<file path="config.mk">
export PLATFORM = sky130hd
export DESIGN_NAME = rpi_div_cell
export DESIGN_NICKNAME = d
export VERILOG_FILES = /design/src/rtl/ray_plane_intersection_macros.svh /design/src/rtl/rpi_div_cell.sv
export SDC_FILE = /design/constraint.sdc
export NUM_CORES = 1
export LEC_CHECK = 0
export ABC_AREA = 1
export BUFFER_PORTS_ARGS = -buffer_cell sky130_fd_sc_hd__buf_2
export CAP_MARGIN = 20
export CORE_AREA = 8 8 445 447
export DETAILED_ROUTE_END_ITERATION = 12
export DIE_AREA = 0 0 453 455
export PLACE_DENSITY = 0.45
export SLEW_MARGIN = 20
export SYNTH_ARGS = -nofsm -noshare
export SYNTH_HDL_FRONTEND = slang
export SYNTH_SLANG_ARGS = --single-unit
</file>
<file path="constraint.sdc">
create_clock -name clk -period 2.4 [get_ports clk]
set_input_delay 0.6 -clock clk [delete_from_list [all_inputs] [get_ports clk]]
set_output_delay 0.6 -clock clk [all_outputs]
set_load 0.02 [all_outputs]
</file>
<file path="src/rtl/ray_plane_intersection_macros.svh">
// Assertion macros for the ray/plane intersection block.
// Used by modules that have clk and rst_n in scope; no other dependencies.
`ifndef RAY_PLANE_INTERSECTION_MACROS_SVH
`define RAY_PLANE_INTERSECTION_MACROS_SVH

// Same-cycle implication, quiet during reset.
`define RPI_ASSERT_IMPL(lbl, ante, cons) \
  lbl: assert property (@(posedge clk) disable iff (!rst_n) (ante) |-> (cons)) \
    else $error("ray_plane_intersection: check failed");

// Next-cycle implication, quiet during reset.
`define RPI_ASSERT_NEXT(lbl, ante, cons) \
  lbl: assert property (@(posedge clk) disable iff (!rst_n) (ante) |=> (cons)) \
    else $error("ray_plane_intersection: check failed");

`endif

</file>
<file path="src/rtl/rpi_div_cell.sv">
// One restoring-division step for three lanes sharing one divisor.
// Passes divisor and side data to the next cell; no package dependencies.
module rpi_div_cell #(
  parameter int DIV_W  = 66,
  parameter int ACC_W  = 101,
  parameter int SIDE_W = 200
) (
  input  logic                   clk,
  input  logic                   rst_n,
  input  logic                   en,
  input  logic                   in_valid,
  input  logic [DIV_W-1:0]       in_div,
  input  logic [2:0][ACC_W-1:0]  in_acc,
  input  logic [SIDE_W-1:0]      in_side,
  output logic                   out_valid,
  output logic [DIV_W-1:0]       out_div,
  output logic [2:0][ACC_W-1:0]  out_acc,
  output logic [SIDE_W-1:0]      out_side
);

  localparam int RW = DIV_W + 1;
  localparam int K  = ACC_W - RW;

  logic                  valid_r;
  logic [DIV_W-1:0]      div_r;
  logic [2:0][ACC_W-1:0] acc_r, acc_nxt;
  logic [SIDE_W-1:0]     side_r;

  always_comb begin
    logic [ACC_W-1:0] sh;
    logic [RW-1:0]    top;
    acc_nxt = '0;
    for (int i = 0; i < 3; i++) begin
      sh  = {in_acc[i][ACC_W-2:0], 1'b0};
      top = sh[ACC_W-1:K];
      if (top >= {1'b0, in_div}) begin
        acc_nxt[i] = {top - {1'b0, in_div}, sh[K-1:1], 1'b1};
      end else begin
        acc_nxt[i] = sh;
      end
    end
  end

  always_ff @(posedge clk) begin
    if (!rst_n) begin
      valid_r <= 1'b0;
    end else if (en) begin
      valid_r <= in_valid;
    end
  end

  always_ff @(posedge clk) begin
    if (en) begin
      div_r  <= in_div;
      acc_r  <= acc_nxt;
      side_r <= in_side;
    end
  end

  assign out_valid = valid_r;
  assign out_div   = div_r;
  assign out_acc   = acc_r;
  assign out_side  = side_r;

endmodule

</file>
* After elaboration in Yosys (flattened, before gate mapping)
Index checks and enable logic that the tools add are counted.
** Cells by class
- Mux-type cells :: 3
- Magnitude comparators :: 3
- $add $sub $neg :: 3
** Operator list (number)
- 2-to-1 mux 101 bit :: 3
- greater-or-equal comparator 67 x 66 -> 1 bit :: 3
- subtractor 67 x 66 -> 67 bit :: 3
** Storage, ports and cells
- Register bits after elaboration :: 570
- Output and inout port bits :: 570
- Word-level logic and storage cells :: 15

* Longest topological paths before layout
- Word-level depth :: 2
- Gate-level depth with buffers :: 19

* Worst setup path after synthesis
OpenSTA, ideal clock, no wires.
- Kind :: input to register
- From :: input port in_div[14]
- To :: register acc_r, in the netlist out_acc[198], data pin
- Setup slack :: -0.114 ns
- Cell stages on the path :: 17
- Arrival time :: 2.261 ns
- Data required time :: 2.147 ns
- Path through :: inv_1 > ha_1 > nand2_1 > nor2_2 > inv_2 > nor2_2 > nand4_1 > nand3_1 > nand2_1 > nand2_1 > nand3_2 > nand2_2 > inv_2 > buf_6 > buf_6 > nand2_1 > nand2_1
** RTL lines
- from (decl) :: line rpi_div_cell.sv:12 : input logic [DIV_W-1:0] in_div,
- to (signal assigned) :: line rpi_div_cell.sv:55 : acc_r <= acc_nxt;
- to (decl) :: line rpi_div_cell.sv:26 : logic [2:0][ACC_W-1:0] acc_r, acc_nxt;

==> summary.md <==
| Metric | Value |
|---|---|
| Max IR drop VDD | 0.585 mV |
| Fin worst setup slack | -0.110 ns |
| Die area | 0.206 sq mm |
| Skew final | 0 ns |
| Post-route minimum period | 2.51 ns |
| Top post-synthesis cells by area | edfxtp_1 (46%), nand2_1 (20%), inv_1 (8.5%) |
| Min-Delay Path Class | in2reg |
| Initial antenna violation count | 90 |
| Most frequent cells in the layout | nand2_1 (1768), buf_2 (1115), buf_4 (1099) |
| FP Rows | 161 |
| Post-Syn Area | 0.0374 sq mm |
| Area leader, netlist | edfxtp_1 |
| CTS H-tree depth | 3 |
| RSZ-0062 raised after global routing | true |
| Avg Synthesized Cell Area | 7.56 sq um |
| Max_cap viols | 0 |
| First-pass GRT wire length | 359000 microns |
| Largest net degree at the start of global routing | 71 |
| Clk_lat worst skew | 0.72 ns |
| WP data required | 3.00 ns |
| Flop2flop setup slack | 1.70 ns |
| Clk buf depth | 3 |
| Number of vias per cell | 4.33 |
| Netlist cell types | 38 |
| Total global routing overflow | 0 |
| Ports | 1143 |
| DRT antenna net count | 0 |
| Core area | 0.191 sq mm |
| Tot Pwr | 39.8 mW |
| # port buffers | 1139 |
| Status | complete, but fails checks |
| CTS Buf Count | 76 |
| Crit Path Class | in2reg |
| Register bit total from synthesis | 570 |
| Commonest non-fill, non-tap cell in the layout | nand2_1 |
| Syn_nets | 5723 |
| Starting Density | 19.6% |
| First drt pass iteration count | 5 |
| Post-Place Cells | 9683 |
| Sequential fraction of the synthesis area | 45.7% |
| Final #Nets | 8270 |
| Global Route Usage Sum | 25.2% |
| CTS tree | yes |
| Final Hold Fails | 0 |
| CP Max Fanout | 13 |
| Least-Margin Pin Slew | 0.445 ns |
| Routed WL per cell | 27.2 microns |
| Startpoint Class | input port |
| DP HPWL | 237000 microns |
| Final setup vio count | 121 |
| DRC viols | 0 |
| Via count of the first global-routing pass | 44900 |
| Synthesis-to-layout area growth | 73.1% |
| Violated checks | negative setup slack |
| FMAX | 398 MHz |
| LEAKAGE | 31.9 nW |
| Layout cell share with drive strength beyond 1 | 42.7% |
| Synth warn | 0 |
| CP Capture Type | flip-flop |
| Slew headroom | 70.0% |
| Die width | 453 microns |
| Final Slew Violations | 0 |
| Final Non-Filler Cells | 10100 |
| DP Worst Slack | -1.29 ns |
| Initial DRC Count | 2974 |
| Pwr dens | 614 mW/mm^2 |
| Total routed wirelength | 275000 microns |
| DIE HEIGHT | 455 microns |
| DR vias | 43700 |
| Post-synth top area share | 45.7% |
| RePlAce Congestion | 0.972 |
| Mapped Cells | 4949 |
| Final period util | 105% |
| CTS root buf | clkbuf_16 |
| Clock sinks | 570 |
| CTS clock-pin slew for the worst setup and hold paths | 0.06 ns |
| WP data arrival | 3.11 ns |
## repair_timing
item	4_1_cts	5_1_grt
gates resized for setup	345	519
hold buffers	156	0
setup buffers	56	37
endpoints found under the hold margin	156	0
cloned	10	6
pin swaps	34	126
endpoints found under the setup margin	204	204
## metal layers
| metal | routed length (microns) | share of wire, % | GRT usage (%) | vias to the layer above |
|---|---|---|---|---|
| li1 | - | - | - | 20900 |
| met1 | 97500 | 36 | 26.1 | 21000 |
| met2 | 150000 | 55 | 50.2 | 1431 |
| met3 | 13000 | 4.7 | 4.11 | 414 |
| met4 | 13600 | 5.0 | 9.62 | 36 |
| met5 | 240 | 0.087 | 0 | - |
## where the power goes
| group | switching (mW) | internal, mW |
|---|---|---|
| sequential | 0.539 | 12.3 |
| clock | 5.28 | 7.42 |
| combinational | 8.60 | 5.65 |
## layout make-up
class	count	area, sq um
Fill cell	20500	126000
Multi-Input combinational cell	3463	20300
Timing Repair Buffer	2509	18000
Sequential cell	570	17100
Inverter	876	3450
Tap cell	2526	3160
Clock buffer	85	1940
Clock inverter	55	779
Antenna cell	22	55.1
## cells in the mapped netlist (all sizes together)
master / instances
o21ai: 107
nand2: 1986
o21bai: 36
clkbuf: 2
nand3b: 49
and3: 2
fa: 3
edfxtp: 569
nor4: 12
o21a: 1
dfxtp: 1
or2: 1
nand4: 46
inv: 875
clkinv: 1
xnor2: 32
a21o: 2
nor3: 42
nand3: 252
nor3b: 1
nor2: 397
xor2: 73
a21oi: 218
buf: 39
and2: 4
ha: 198
## flip-flops by register name, indices dropped and copies added, names as in the netlist
name	flops
out_div	66
out_valid	1
out_side	200
out_acc	303
## critical path, cell delays in order
cell and delay [ns]:
buf_2 0.14, clkinvlp_4 0.12, buf_4 0.15, ha_4 0.28, nand2_2 0.08, nor2_2 0.11
buf_4 0.13, clkinvlp_4 0.18, buf_6 0.17, nor3_4 0.26, nand4_1 0.23, nand4_4 0.20
buf_12 0.16, buf_12 0.14, nand3_1 0.09, nand2_2 0.07
## path summary, 6_finish.rpt
path,from,depth (start not counted),end
setup / recovery,in_div[7],16,out_acc[94]$_DFFE_PP_
hold / removal,in_side[129],1,out_side[129]$_DFFE_PP_
setup reg to reg,out_valid$_SDFFE_PN0P_,2,out_valid$_SDFFE_PN0P_
hold reg to reg,out_valid$_SDFFE_PN0P_,2,out_valid$_SDFFE_PN0P_
## stage by stage
step | cell area [sq um] | utilization (%) | TNS, ns | hold WS [ns]
2_1_floorplan | 37700 | - | -9.80 | 0.606
3_3_place_gp | 55300 | 28.9 | -223.91 | 0.595
3_5_place_dp | 55300 | 28.9 | -220.07 | 0.609
4_1_cts | 62200 | 32.5 | -1.67 | 0.0000532
5_1_grt | 64700 | 33.9 | -8.68 | 0.0195
6_report | 64800 | 33.9 | -5.04 | 0.0540
## cell families after synthesis
| family | after synthesis | synth area share (%) |
|---|---|---|
| AND/OR/NAND/NOR | 2792 | 30.3 |
| XOR/XNOR | 105 | 2.46 |
| AO/OA/AOI/OAI | 364 | 5.15 |
| flip-flops | 570 | 45.7 |
| buffers and inverters | 917 | 9.62 |
| adder cells (fa/ha/maj) | 201 | 6.78 |
Note: power is estimated with default switching activity, not from simulation.
